## src/rtl/anlb_pkg.sv

```systemverilog
`timescale 1ns / 1ps

package anlb_pkg;

    // Field widths
    localparam int SAMPLE_W = 10;
    localparam int FILT_W   = 18;
    localparam int ALPHA_W  = 9;
    localparam int LEVEL_W  = 8;
    localparam int COUNT_W  = 8;
    localparam int CFG_DATA_W = 10;
    localparam int CFG_IDX_W  = 3;
    localparam int S_TDATA_W  = 16;
    localparam int M_TDATA_W  = 32;

    // Full-scale alpha: previous filtered value fully weighted
    localparam logic [ALPHA_W-1:0] ALPHA_FULL = 9'd256;

    // Register reset values
    localparam logic [SAMPLE_W-1:0] DARK_THRESHOLD_RST  = 10'd500;
    localparam logic [SAMPLE_W-1:0] DARK_HYSTERESIS_RST = 10'd200;
    localparam logic [ALPHA_W-1:0]  FILTER_ALPHA_RST    = 9'd255;
    localparam logic [LEVEL_W-1:0]  BREATH_MIN_RST      = 8'd1;
    localparam logic [LEVEL_W-1:0]  BREATH_MAX_RST      = 8'd60;
    localparam logic [LEVEL_W-1:0]  BREATH_STEP_RST     = 8'd1;
    localparam logic [COUNT_W-1:0]  SAMPLE_PERIOD_RST   = 8'd10;
    localparam logic [COUNT_W-1:0]  BREATH_PERIOD_RST   = 8'd20;
    localparam logic [LEVEL_W-1:0]  LEVEL_RST           = 8'd1;

    // Configuration register map
    typedef enum logic [CFG_IDX_W-1:0] {
        REG_DARK_THRESHOLD  = 3'd0,
        REG_DARK_HYSTERESIS = 3'd1,
        REG_FILTER_ALPHA    = 3'd2,
        REG_BREATH_MIN      = 3'd3,
        REG_BREATH_MAX      = 3'd4,
        REG_BREATH_STEP     = 3'd5,
        REG_SAMPLE_PERIOD   = 3'd6,
        REG_BREATH_PERIOD   = 3'd7
    } cfg_reg_t;

    // Result of one filter update and threshold decision
    typedef struct packed {
        logic [FILT_W-1:0] filtered;
        logic              night;
    } filt_upd_t;

endpackage

```

## src/rtl/ambient_night_light_breather.sv

```systemverilog
`timescale 1ns / 1ps

// Night-light controller: every input transaction is one loop tick carrying a
// 10-bit ambient reading. On sample ticks the reading feeds a first-order
// low-pass filter and a hysteresis threshold that turns night mode on or off;
// PWM enable follows night mode and the duty latches the breathing level.
// On breath ticks with night mode on, the level ramps between breath_min and
// breath_max. Each tick yields exactly one output transaction. The filter
// multiply-add, threshold compare and level step all sit between the state
// registers and the output register, so a new tick is taken every cycle while
// the output register is empty or being drained. Results are registered and
// appear in the cycle after the tick is accepted. Configuration writes
// take effect on the next tick and should be made while no tick is in flight.
module ambient_night_light_breather
    import anlb_pkg::*;
(
    input  logic                  clk,
    input  logic                  rst_n,

    input  logic                  s_axis_tvalid,
    output logic                  s_axis_tready,
    input  logic [S_TDATA_W-1:0]  s_axis_tdata,  // [9:0] light_sample, rest zero

    output logic                  m_axis_tvalid,
    input  logic                  m_axis_tready,
    // [0] night_on, [1] pwm_on, [9:2] pwm_duty, [17:10] breath_level,
    // [27:18] filtered_light, rest zero
    output logic [M_TDATA_W-1:0]  m_axis_tdata,

    input  logic                  cfg_wr_en,
    input  logic [CFG_IDX_W-1:0]  cfg_index,
    input  logic [CFG_DATA_W-1:0] cfg_data
);

    // Configuration registers
    logic [SAMPLE_W-1:0] dark_threshold_reg;
    logic [SAMPLE_W-1:0] dark_hysteresis_reg;
    logic [ALPHA_W-1:0]  filter_alpha_reg;
    logic [LEVEL_W-1:0]  breath_min_reg;
    logic [LEVEL_W-1:0]  breath_max_reg;
    logic [LEVEL_W-1:0]  breath_step_reg;
    logic [COUNT_W-1:0]  sample_period_reg;
    logic [COUNT_W-1:0]  breath_period_reg;

    // Loop state
    logic [FILT_W-1:0]   filt_reg,         filt_next;
    logic                night_reg,        night_next;
    logic [LEVEL_W-1:0]  level_reg,        level_next;
    logic                rising_reg,       rising_next;
    logic [COUNT_W-1:0]  sample_cnt_reg,   sample_cnt_next;
    logic [COUNT_W-1:0]  breath_cnt_reg,   breath_cnt_next;
    logic [LEVEL_W-1:0]  duty_reg,         duty_next;
    logic                pwm_en_reg,       pwm_en_next;

    // Output register
    logic                 out_valid_reg;
    logic [M_TDATA_W-1:0] out_data_reg;
    logic [M_TDATA_W-1:0] out_data_next;

    logic                 in_xact;
    logic                 sample_tick;
    logic                 breath_tick;
    filt_upd_t            upd;
    logic [LEVEL_W:0]     level_up;
    logic [LEVEL_W:0]     min_plus_step;

    assign in_xact       = s_axis_tvalid && s_axis_tready;
    assign s_axis_tready = !out_valid_reg || m_axis_tready;
    assign m_axis_tvalid = out_valid_reg;
    assign m_axis_tdata  = out_data_reg;

    // Configuration writes
    always_ff @(posedge clk or negedge rst_n)
    begin
        if (!rst_n)
        begin
            dark_threshold_reg  <= DARK_THRESHOLD_RST;
            dark_hysteresis_reg <= DARK_HYSTERESIS_RST;
            filter_alpha_reg    <= FILTER_ALPHA_RST;
            breath_min_reg      <= BREATH_MIN_RST;
            breath_max_reg      <= BREATH_MAX_RST;
            breath_step_reg     <= BREATH_STEP_RST;
            sample_period_reg   <= SAMPLE_PERIOD_RST;
            breath_period_reg   <= BREATH_PERIOD_RST;
        end
        else if (cfg_wr_en)
        begin
            case (cfg_reg_t'(cfg_index))
                REG_DARK_THRESHOLD:  dark_threshold_reg  <= cfg_data;
                REG_DARK_HYSTERESIS: dark_hysteresis_reg <= cfg_data;
                REG_FILTER_ALPHA:    filter_alpha_reg    <= cfg_data[ALPHA_W-1:0];
                REG_BREATH_MIN:      breath_min_reg      <= cfg_data[LEVEL_W-1:0];
                REG_BREATH_MAX:      breath_max_reg      <= cfg_data[LEVEL_W-1:0];
                REG_BREATH_STEP:     breath_step_reg     <= cfg_data[LEVEL_W-1:0];
                REG_SAMPLE_PERIOD:   sample_period_reg   <= cfg_data[COUNT_W-1:0];
                REG_BREATH_PERIOD:   breath_period_reg   <= cfg_data[COUNT_W-1:0];
                default: ;
            endcase
        end
    end

    // Filter and threshold
    anlb_filter u_filter (
        .light_sample    (s_axis_tdata[SAMPLE_W-1:0]),
        .filtered_cur    (filt_reg),
        .night_cur       (night_reg),
        .filter_alpha    (filter_alpha_reg),
        .dark_threshold  (dark_threshold_reg),
        .dark_hysteresis (dark_hysteresis_reg),
        .upd             (upd)
    );

    assign sample_tick   = (sample_cnt_reg == '0);
    assign breath_tick   = (breath_cnt_reg == '0);
    assign level_up      = {1'b0, level_reg} + {1'b0, breath_step_reg};
    assign min_plus_step = {1'b0, breath_min_reg} + {1'b0, breath_step_reg};

    // Next state for one tick
    always_comb
    begin
        filt_next   = filt_reg;
        night_next  = night_reg;
        pwm_en_next = pwm_en_reg;
        duty_next   = duty_reg;
        level_next  = level_reg;
        rising_next = rising_reg;

        if (sample_tick)
        begin
            filt_next   = upd.filtered;
            night_next  = upd.night;
            pwm_en_next = upd.night;
            if (upd.night)
            begin
                duty_next = level_reg;
            end
        end

        if (night_next && breath_tick)
        begin
            if (rising_reg)
            begin
                if (level_up <= {1'b0, breath_max_reg})
                    level_next = level_up[LEVEL_W-1:0];
                else
                    rising_next = 1'b0;
            end
            else
            begin
                if ({1'b0, level_reg} >= min_plus_step)
                    level_next = level_reg - breath_step_reg;
                else
                    rising_next = 1'b1;
            end
        end
    end

    // Tick counters; a zero period counts as one
    always_comb
    begin
        logic [COUNT_W:0] s_inc;
        logic [COUNT_W:0] b_inc;
        s_inc = {1'b0, sample_cnt_reg} + 1'b1;
        b_inc = {1'b0, breath_cnt_reg} + 1'b1;
        if (sample_period_reg == '0 || s_inc >= {1'b0, sample_period_reg})
            sample_cnt_next = '0;
        else
            sample_cnt_next = s_inc[COUNT_W-1:0];
        if (breath_period_reg == '0 || b_inc >= {1'b0, breath_period_reg})
            breath_cnt_next = '0;
        else
            breath_cnt_next = b_inc[COUNT_W-1:0];
    end

    assign out_data_next = {4'd0, filt_next[FILT_W-1:8], level_next, duty_next,
                            pwm_en_next, night_next};

    // State update on each accepted tick
    always_ff @(posedge clk or negedge rst_n)
    begin
        if (!rst_n)
        begin
            filt_reg       <= '0;
            night_reg      <= 1'b0;
            level_reg      <= LEVEL_RST;
            rising_reg     <= 1'b1;
            sample_cnt_reg <= '0;
            breath_cnt_reg <= '0;
            duty_reg       <= '0;
            pwm_en_reg     <= 1'b0;
        end
        else if (in_xact)
        begin
            filt_reg       <= filt_next;
            night_reg      <= night_next;
            level_reg      <= level_next;
            rising_reg     <= rising_next;
            sample_cnt_reg <= sample_cnt_next;
            breath_cnt_reg <= breath_cnt_next;
            duty_reg       <= duty_next;
            pwm_en_reg     <= pwm_en_next;
        end
    end

    // Output register
    always_ff @(posedge clk or negedge rst_n)
    begin
        if (!rst_n)
        begin
            out_valid_reg <= 1'b0;
        end
        else if (in_xact)
        begin
            out_valid_reg <= 1'b1;
        end
        else if (m_axis_tready)
        begin
            out_valid_reg <= 1'b0;
        end
    end

    always_ff @(posedge clk)
    begin
        if (in_xact)
        begin
            out_data_reg <= out_data_next;
        end
    end

    // Checks
    a_result_follows: assert property (@(posedge clk) disable iff (!rst_n)
        in_xact |=> m_axis_tvalid)
        else $error("accepted tick produced no result");

    a_pwm_tracks_night: assert property (@(posedge clk) disable iff (!rst_n)
        pwm_en_reg == night_reg)
        else $error("pwm enable diverged from night mode");

    a_level_needs_night: assert property (@(posedge clk) disable iff (!rst_n)
        !$stable(level_reg) |-> night_reg)
        else $error("breath level moved with night mode off");

    a_filter_on_sample: assert property (@(posedge clk) disable iff (!rst_n)
        !$stable(filt_reg) |-> $past(in_xact && sample_tick))
        else $error("filter changed outside a sample tick");

endmodule

```

## src/rtl/anlb_filter.sv

```systemverilog
`timescale 1ns / 1ps

module anlb_filter
    import anlb_pkg::*;
(
    input  logic [SAMPLE_W-1:0] light_sample,
    input  logic [FILT_W-1:0]   filtered_cur,
    input  logic                night_cur,
    input  logic [ALPHA_W-1:0]  filter_alpha,
    input  logic [SAMPLE_W-1:0] dark_threshold,
    input  logic [SAMPLE_W-1:0] dark_hysteresis,
    output filt_upd_t           upd
);

    logic [ALPHA_W-1:0]          alpha_sat;
    logic [ALPHA_W-1:0]          alpha_inv;
    logic [ALPHA_W+SAMPLE_W-1:0] prod_x;
    logic [ALPHA_W+FILT_W-1:0]   prod_y;
    logic [ALPHA_W+FILT_W:0]     sum;
    logic [SAMPLE_W-1:0]         lower;
    logic [SAMPLE_W-1:0]         limit;
    logic [FILT_W-1:0]           filt_new;

    // Alpha above full scale holds the filter
    assign alpha_sat = (filter_alpha > ALPHA_FULL) ? ALPHA_FULL : filter_alpha;
    assign alpha_inv = ALPHA_FULL - alpha_sat;

    // Weighted sum: (256-a)*x*256 + a*y, then drop 8 fraction bits
    assign prod_x = alpha_inv * light_sample;
    assign prod_y = alpha_sat * filtered_cur;
    assign sum    = {1'b0, prod_x, 8'd0} + {1'b0, prod_y};
    assign filt_new = sum[FILT_W+7:8];

    // Hysteresis: lower threshold while night is on, saturated at zero
    assign lower = (dark_threshold > dark_hysteresis) ? (dark_threshold - dark_hysteresis)
                                                      : '0;
    assign limit = night_cur ? lower : dark_threshold;

    assign upd.filtered = filt_new;
    assign upd.night    = (filt_new[FILT_W-1:8] > limit);

endmodule
```

## config.mk

```make
export PLATFORM = sky130hd
export DESIGN_NAME = ambient_night_light_breather
export DESIGN_NICKNAME = d
export VERILOG_FILES = /design/src/rtl/anlb_pkg.sv /design/src/rtl/ambient_night_light_breather.sv /design/src/rtl/anlb_filter.sv
export SDC_FILE = /design/constraint.sdc
export NUM_CORES = 1
export LEC_CHECK = 0
export ABC_AREA = 1
export ABC_CLOCK_PERIOD_IN_PS = 16700
export BUFFER_PORTS_ARGS = -buffer_cell sky130_fd_sc_hd__buf_2
export CAP_MARGIN = 5
export CORE_ASPECT_RATIO = 0.75
export CORE_UTILIZATION = 35
export DETAILED_ROUTE_END_ITERATION = 12
export GPL_TIMING_DRIVEN = 0
export SYNTH_ARGS = -nofsm -noshare
export SYNTH_HDL_FRONTEND = slang
export SYNTH_HIERARCHICAL = 1
export SYNTH_SLANG_ARGS = --single-unit
```

## constraint.sdc

```tcl
create_clock -name clk -period 16.7 [get_ports clk]
set_input_delay 1.67 -clock clk [delete_from_list [all_inputs] [get_ports clk]]
set_output_delay 1.67 -clock clk [all_outputs]
set_load 0.02 [all_outputs]
```

==> out/qor_table.md, run 1 <==
| Stage | Result | Value |
|---|---|---|
| clock tree | Sinks on Clock Net | 151 |
| floorplanning | Effective utilization at floorplan | 0.359 |
| floorplanning | Die Span X | 262 um |
| logic synthesis | Proportion of register bits with asynchronous set or reset after synthesis | 0.815 |
| drt | Vias per std cell | 4.88 |
| drt | Number of remaining DRC errors | 0 |
| setup path | Most common cell on crit path | sky130_fd_sc_hd__inv_1 |
| setup path | Register-to-register setup slack | 6.74 ns |
| setup path | Crit-path slowest cell | sky130_fd_sc_hd__xor2_1 |
| clock tree | Clock tree root buffer cell | sky130_fd_sc_hd__clkbuf_16 |
| clock tree | CTS hold repair buffers | 0 |
| sta | Post-Route Setup TNS | 0 ns |
| layout | Share of final-layout standard cells stronger than drive strength 1 | 0.0670 |
| setup path | Startpoint types | flop |
| logic synthesis | Portion of synthesized cell area occupied by the leading cell type | 0.213 |
| sta | Final count of pins violating max slew | 0 |
| place | Final weighted congestion in routability-driven placement | 0.934 |
| place | Sum of net half-perimeters after detailed placement | 39.8 mm |
| global route | GRT Total Usage | 0.199 |
| layout | Post-Layout Cell Count | 3067 |
| logic synthesis | Synthesized netlist cell count | 2326 |
| sta | Minimum clock period after layout | 9.96 ns |
| floorplanning | Die Span Y | 197 um |
| sta | Max Fclk | 0.100 GHz |
| global route | First-pass GRT wire length | 80.6 mm |
| logic synthesis | Syn Std Cell Area | 0.0177 mm2 |
| layout | Number of flip-flops under the largest register name | 28 |
| clock tree | Gates resized, CTS repair | 0 |
| sta | RSZ-0062 raised after global routing | no |
| sta | Part of the cycle the worst path needs | 0.597 |
| logic synthesis | Area contributors post-synth | sky130_fd_sc_hd__fa_1, sky130_fd_sc_hd__dfrtp_1, sky130_fd_sc_hd__nand2_1 |
| logic synthesis | Post-synthesis cell type count | 56 |
| clock tree | Post-CTS setup repair buffer count | 0 |
| setup path | Kind of end point of the critical path | flop |
| global route | Initial antenna violation count | 2 |
| run status | Run status | finished, final reports clean |
| drt | Antenna Nets Post-Route | 0 |
| floorplanning | Die area | 0.0515 mm2 |
| clock tree | Max clock buf depth | 2 |
| setup path | CP delay by family, top | adder cells |
| clock tree | Number of buffers added by the clock tree synthesis step | 17 |
| drt | First DRT Iteration DRCs | 1049 |
| place | Instance count after placement with tap cells included | 3035 |
| place | IO buf count | 57 |
| setup path | CP Max Fanout | 10 |
| floorplanning | Total I/O pin count | 68 |
| logic synthesis | Post-synth EDFFs | 28 |
| layout | Area growth, synth to finish | 9.87% |
| clock tree | CTS tree | built |
| sta | Final Hold Fails | 0 |
| logic synthesis | Sequential element share of the synthesized area | 0.223 |
| drt | TritonRoute pass-1 iters | 5 |
| drt | Total number of vias | 15000 |
| sta | Number of setup violations in the final report | 0 |
| clock tree | Clk pin slew, worst setup/hold paths | 0.06 ns |
| job | Max-cap violations | 0 |
| layout | Number of nets in the layout | 2788 |
| setup path | Crit path arrival time | 10.11 ns |
| clock tree | Number of levels the H-tree was split into | 4 |
| drt | Final WL | 48.4 mm |
| global route | Total congestion overflow after global routing | 0 |
| min path | Class of the most critical hold timing path | reg2reg |
| setup path | Number of buffers and inverters on the critical path | 9 |
| sta | Worst Max-Slew Pin Slew | 1.20 ns |
| logic synthesis | Mean post-synth cell area | 7.61 um2 |
| floorplanning | Core box area | 0.0493 mm2 |
| setup path | Required time reported for the critical path endpoint | 16.85 ns |
| setup path | Type of the setup path with the least slack | reg2reg |
| logic synthesis | Ys flop type | sky130_fd_sc_hd__dfrtp_1 |
| setup path | Crit path largest cell delay | 0.70 ns |
| sta | Clock tree skew after final layout | 0.00837 ns |
| logic synthesis | Number of flip-flops and latches in the synthesized netlist | 151 |
| global route | Number of global-route vias before repair | 15200 |
| global route | Maximum number of pins on one net before global-route repair | 97 |
| layout | Antenna cell count | 0 |
| clock tree | Later-pin clock latency in the skew report | 0.44 ns |
| drt | Final routed wire length divided by cell count | 15.8 um |
| logic synthesis | Post-synthesis cell type with the largest combined area | sky130_fd_sc_hd__fa_1 |
| logic synthesis | Count of yosys warnings during synthesis | 6 |
| floorplanning | Count of standard-cell rows | 70 |
| sta | Max-Slew Margin vs Limit | 0.192 |
[cell usage after synthesis, types with 2 or more instances]
cell type,count
sky130_fd_sc_hd__nand2_1,626
sky130_fd_sc_hd__inv_1,496
sky130_fd_sc_hd__fa_1,188
sky130_fd_sc_hd__ha_1,160
sky130_fd_sc_hd__nor2_1,155
sky130_fd_sc_hd__o21ai_0,136
sky130_fd_sc_hd__nand3_1,110
sky130_fd_sc_hd__dfrtp_1,94
sky130_fd_sc_hd__a21oi_1,61
sky130_fd_sc_hd__xor2_1,42
sky130_fd_sc_hd__clkbuf_1,29
sky130_fd_sc_hd__dfstp_2,29
sky130_fd_sc_hd__edfxtp_1,28
sky130_fd_sc_hd__nand4_1,21
sky130_fd_sc_hd__buf_1,13
sky130_fd_sc_hd__nor3_1,12
sky130_fd_sc_hd__nor4_1,12
sky130_fd_sc_hd__xnor2_1,11
sky130_fd_sc_hd__o21bai_1,10
sky130_fd_sc_hd__inv_2,9
sky130_fd_sc_hd__a21o_1,8
sky130_fd_sc_hd__nand2_2,8
sky130_fd_sc_hd__buf_2,5
sky130_fd_sc_hd__a21boi_0,4
sky130_fd_sc_hd__a31oi_1,4
sky130_fd_sc_hd__buf_4,4
sky130_fd_sc_hd__clkinv_1,4
sky130_fd_sc_hd__o21ai_1,4
sky130_fd_sc_hd__a22oi_1,3
sky130_fd_sc_hd__nand2_4,3
sky130_fd_sc_hd__o2111ai_1,3
sky130_fd_sc_hd__o21a_1,3
sky130_fd_sc_hd__a21oi_2,2
sky130_fd_sc_hd__nand3_2,2
sky130_fd_sc_hd__nand3b_1,2
sky130_fd_sc_hd__nor2_2,2
sky130_fd_sc_hd__nor2_4,2
sky130_fd_sc_hd__nor3_2,2
sky130_fd_sc_hd__o21ai_2,2
[per-layer routing]
metal,GRT usage,routed length [um]
met5,0,20
met4,0.0377,575
met3,0.0490,3910
met2,0.283,19400
met1,0.304,24500
[worst register-to-register path, delay by kind of cell (launching register included)]
kind / cells / cell delay [ns]
flip-flops: 1 / 0.55
adder cells (fa/ha/maj): 9 / 3.94
AO/OA/AOI/OAI: 7 / 1.45
buffers and inverters: 9 / 0.93
XOR/XNOR: 2 / 1.19
AND/OR/NAND/NOR: 11 / 1.60
[placed cells by master (no fill, tap or decap), types with 28 or more instances in the layout]
cell	n
sky130_fd_sc_hd__nand3_1	110
sky130_fd_sc_hd__buf_2	61
sky130_fd_sc_hd__dfstp_2	29
sky130_fd_sc_hd__a21oi_1	61
sky130_fd_sc_hd__clkbuf_1	31
sky130_fd_sc_hd__nand2_1	626
sky130_fd_sc_hd__inv_1	496
sky130_fd_sc_hd__o21ai_0	136
sky130_fd_sc_hd__xor2_1	42
sky130_fd_sc_hd__edfxtp_1	28
sky130_fd_sc_hd__fa_1	188
sky130_fd_sc_hd__dfrtp_1	94
sky130_fd_sc_hd__nor2_1	155
sky130_fd_sc_hd__ha_1	160
[final timing paths]
path,start,endpoint,cells past startpoint
min in group asynchronous,rst_n,pwm_en_reg,1
hold / removal,filt_reg[4],filt_reg[4],2
max in group asynchronous,rst_n,breath_period_reg[4],2
setup / recovery,filter_alpha_reg[0],m_axis_tdata[5],38
hold reg to reg,filt_reg[4],filt_reg[4],2
setup reg to reg,filter_alpha_reg[0],m_axis_tdata[5],38
[cell type report]
type                    count  area (um2)
flip-flops and latches    151        3960
clock inverters            12         149
fillers                  5052       29900
well taps                 648         811
clock buffers              20         458
plain buffers              52         224
repair buffers             58         319
multi-input cells        1615       11600
inverters                 511        1920
[kinds of logic after synthesis]
| group | count (synthesis) | share of synthesized area |
|---|---|---|
| simple gates | 961 | 0.224 |
| buf+inv | 563 | 0.121 |
| fa+ha+maj | 348 | 0.326 |
| compound gates | 248 | 0.0780 |
| flops | 151 | 0.223 |
| xor+xnor | 54 | 0.0271 |
| other cells | 1 | 0.000212 |
[per-stage QoR]
step	util	setup WS (ns)	hold WS (ns)	area, um2
after floorplan	-	8.77	0.440	17700
after global placement	0.382	6.79	0.455	18800
after detailed placement	0.382	6.79	0.457	18900
after CTS	0.395	6.77	0.474	19500
after global routing	0.395	6.02	0.507	19500
final	0.395	6.74	0.470	19500
Power of run 1 is left out: the tool's default activity adds up to more than one toggle a clock period on the data nets, which glitch-free logic cannot reach.
==> inputs of run 2 (changes only) <==
ABC_CLOCK_PERIOD_IN_PS = 8100   (was 16700)
clock period = 8.1 ns   (was 16.7 ns; I/O delays follow)
==> run 2 against run 1 <==
The flow now finishes with violations (negative setup slack). Clock skew rose by 0.0016 ns. Count of clock-buffer cells in the layout unchanged. Register-to-register slack lost 6.8 ns. Hold slack worse by 0.23 ns. Final cell count rose by 2.1%. Global-route usage increased by 0.47 points. Fmax grew 22%. Critical path type unchanged. Critical endpoint is now m_axis_tdata[13]. Highest routed layer unchanged.
==> out/qor_table.md, run 2 (synthesis gave the netlist of run 1 again) <==
| Stage | Result | Value | Change |
|---|---|---|---|
| setup path | Kind of end point of the critical path | flop | unchanged |
| layout | Count of filler cells inserted in the layout | 4855 | was 5052 |
| floorplanning | Die Span X | 262 um | unchanged |
| setup path | Type of the setup path with the least slack | reg2reg | unchanged |
| place | Instance count after placement with tap cells included | 3035 | unchanged |
| sta | RSZ-0062 raised after global routing | yes | was no |
| drt | Total number of vias | 15400 | was 15000 |
| setup path | Number of buffers and inverters on the critical path | 9 | unchanged |
| setup path | CP delay by family, top | adder cells | unchanged |
| run status | Failing checks | negative setup slack |  |
| floorplanning | Die Span Y | 197 um | unchanged |
| setup path | Startpoint types | flop | unchanged |
| layout | Share of final-layout standard cells stronger than drive strength 1 | 0.159 | was 0.0670 |
| clock tree | Number of buffers added by the clock tree synthesis step | 17 | unchanged |
| place | IO buf count | 57 | unchanged |
| sta | Part of the cycle the worst path needs | 1.01 | was 0.597 |
| run status | Run status | finished with violations | was finished, final reports clean |
| drt | First DRT Iteration DRCs | 1158 | was 1049 |
| global route | Maximum number of pins on one net before global-route repair | 97 | unchanged |
| floorplanning | Total I/O pin count | 68 | unchanged |
| drt | Vias per std cell | 4.91 | was 4.88 |
| clock tree | Clock tree root buffer cell | sky130_fd_sc_hd__clkbuf_16 | unchanged |
| setup path | CP Max Fanout | 8 | was 10 |
| place | Final weighted congestion in routability-driven placement | 0.934 | unchanged |
| global route | Initial antenna violation count | 2 | unchanged |
| layout | Number of flip-flops under the largest register name | 28 | unchanged |
| sta | Final Hold Fails | 0 | unchanged |
| layout | Antenna cell count | 0 | unchanged |
| global route | First-pass GRT wire length | 82.5 mm | was 80.6 mm |
| layout | Area taken by flip-flops and latches | 0.00396 mm2 | about the same |
| clock tree | Clk pin slew, worst setup/hold paths | 0.07 ns | was 0.06 ns |
| sta | Minimum setup slack in the final design | -0.0988 ns | was 6.74 ns |
| floorplanning | Count of standard-cell rows | 70 | unchanged |
| floorplanning | Die area | 0.0515 mm2 | unchanged |
| sta | Minimum clock period after layout | 8.20 ns | was 9.96 ns |
| drt | Number of remaining DRC errors | 0 | unchanged |
| drt | Antenna Nets Post-Route | 0 | unchanged |
| place | Placement-stage worst setup slack | -1.81 ns | was 6.79 ns |
| setup path | Crit path largest cell delay | 0.53 ns | was 0.70 ns |
| layout | Post-Layout Cell Count | 3131 | was 3067 |
| layout | Number of nets in the layout | 2852 | was 2788 |
| sta | Final count of pins violating max slew | 0 | unchanged |
| global route | Number of global-route vias before repair | 15600 | was 15200 |
| setup path | Crit path arrival time | 8.38 ns | was 10.11 ns |
| floorplanning | Effective utilization at floorplan | 0.359 | unchanged |
| sta | Max-Slew Margin vs Limit | 0.0820 | was 0.192 |
| global route | Total congestion overflow after global routing | 0 | unchanged |
| job | Max-cap violations | 0 | unchanged |
| setup path | Crit-path slowest cell | sky130_fd_sc_hd__fa_1 | was sky130_fd_sc_hd__xor2_1 |
| clock tree | Sinks on Clock Net | 151 | unchanged |
| min path | Class of the most critical hold timing path | in2async | was reg2reg |
| setup path | Required time reported for the critical path endpoint | 8.29 ns | was 16.85 ns |
| layout | Most used cells in the layout excluding fill and tap cells | sky130_fd_sc_hd__nand2_1, sky130_fd_sc_hd__inv_1, sky130_fd_sc_hd__fa_1 | unchanged |
| setup path | Number of gates on the worst path with buffers counted | 45 | was 38 |
| place | Sum of net half-perimeters after detailed placement | 39.8 mm | unchanged |
| setup path | Depth of the worst register-to-register path | 45 | was 38 |
| global route | GRT Total Usage | 0.204 | was 0.199 |
| sta | Number of setup violations in the final report | 17 | was 0 |
| layout | Most common cell after layout, fill and taps aside | sky130_fd_sc_hd__nand2_1 | unchanged |
| clock tree | Later-pin clock latency in the skew report | 0.44 ns | about the same |
| clock tree | Number of levels the H-tree was split into | 4 | unchanged |
| clock tree | CTS tree | built | unchanged |
| sta | Clock tree skew after final layout | 0.00996 ns | was 0.00837 ns |
| floorplanning | Core box area | 0.0493 mm2 | unchanged |
| sta | Post-Route Setup TNS | -0.763 ns | was 0 ns |
| sta | Worst Max-Slew Pin Slew | 1.36 ns | was 1.20 ns |
| layout | Area of the multi-input gates | 0.0127 mm2 | was 0.0116 mm2 |
| clock tree | Max clock buf depth | 2 | unchanged |
| drt | Final WL | 50.6 mm | was 48.4 mm |
| drt | Final routed wire length divided by cell count | 16.1 um | was 15.8 um |
| drt | TritonRoute pass-1 iters | 5 | unchanged |
| sta | Max Fclk | 0.122 GHz | was 0.100 GHz |
| layout | Area growth, synth to finish | 19.3% | was 9.87% |
==> run 2: cell count changes in the layout (fill, tap and decap cells not counted), sizes merged <==
cell	change
buf	+65
clkbuf	-3
clkinv	+1
clkinvlp	+1
inv	-1
nand3	+1
==> run 2: final timing paths <==
check                                         start             endpoint  slack [ns]
max in group asynchronous                     rst_n  filter_alpha_reg[8]        7.05
worst max-delay path            filter_alpha_reg[8]     m_axis_tdata[13]        -0.1
worst max register to register  filter_alpha_reg[8]     m_axis_tdata[13]        -0.1
min in group clk                        filt_reg[4]          filt_reg[4]        0.47
worst min-delay path                          rst_n           pwm_en_reg        0.24
worst min register to register          filt_reg[4]          filt_reg[4]        0.47
==> run 2: area by class of cell <==
cell class / count / share of cell area
clock buffer: 20 / 0.0217
sequential: 151 / 0.187
tap: 648 / 0.0384
buffer: 51 / 0.0116
timing repair buffer: 121 / 0.0414
clock inverter: 12 / 0.00705
multi-input combinational: 1616 / 0.600
timing repair inverter: 1 / 0.000296
inverter: 511 / 0.0926
==> run 2: per-stage QoR <==
step	util	cell area [um2]	hold slack [ns]
after floorplan	-	17700	0.440
after global placement	0.382	18800	0.455
after detailed placement	0.382	18900	0.457
after CTS	0.412	20300	0.242
after global routing	0.428	21100	0.254
final	0.428	21100	0.243
==> run 2: what timing repair did <==
item	CTS	global route
gates cloned	2	1
gates resized for setup	130	146
endpoints found under the hold margin	0	0
buffers inserted	38	25
hold buffers	0	0
pin swaps	59	53
setup endpoints to repair	41	37
==> run 2: worst register-to-register path, delay by kind of cell, from the launching register on <==
kind | cells | cell delay (ns)
xor gates and xnor gates | 2 | 0.50
AOI/OAI and AO/OA | 8 | 1.28
buffers and inverters | 9 | 0.85
DFF | 1 | 0.44
adders and majority gates | 8 | 3.16
and+or+nand+nor | 18 | 1.69
==> run 2: per-layer routing <==
layer,vias up,track usage,wire (um)
li1,7420,-,-
met1,7437,0.308,25100
met2,457,0.296,21000
met3,58,0.0449,3720
met4,4,0.0401,710
met5,-,0,20
Power of run 2 is left out for the same reason.
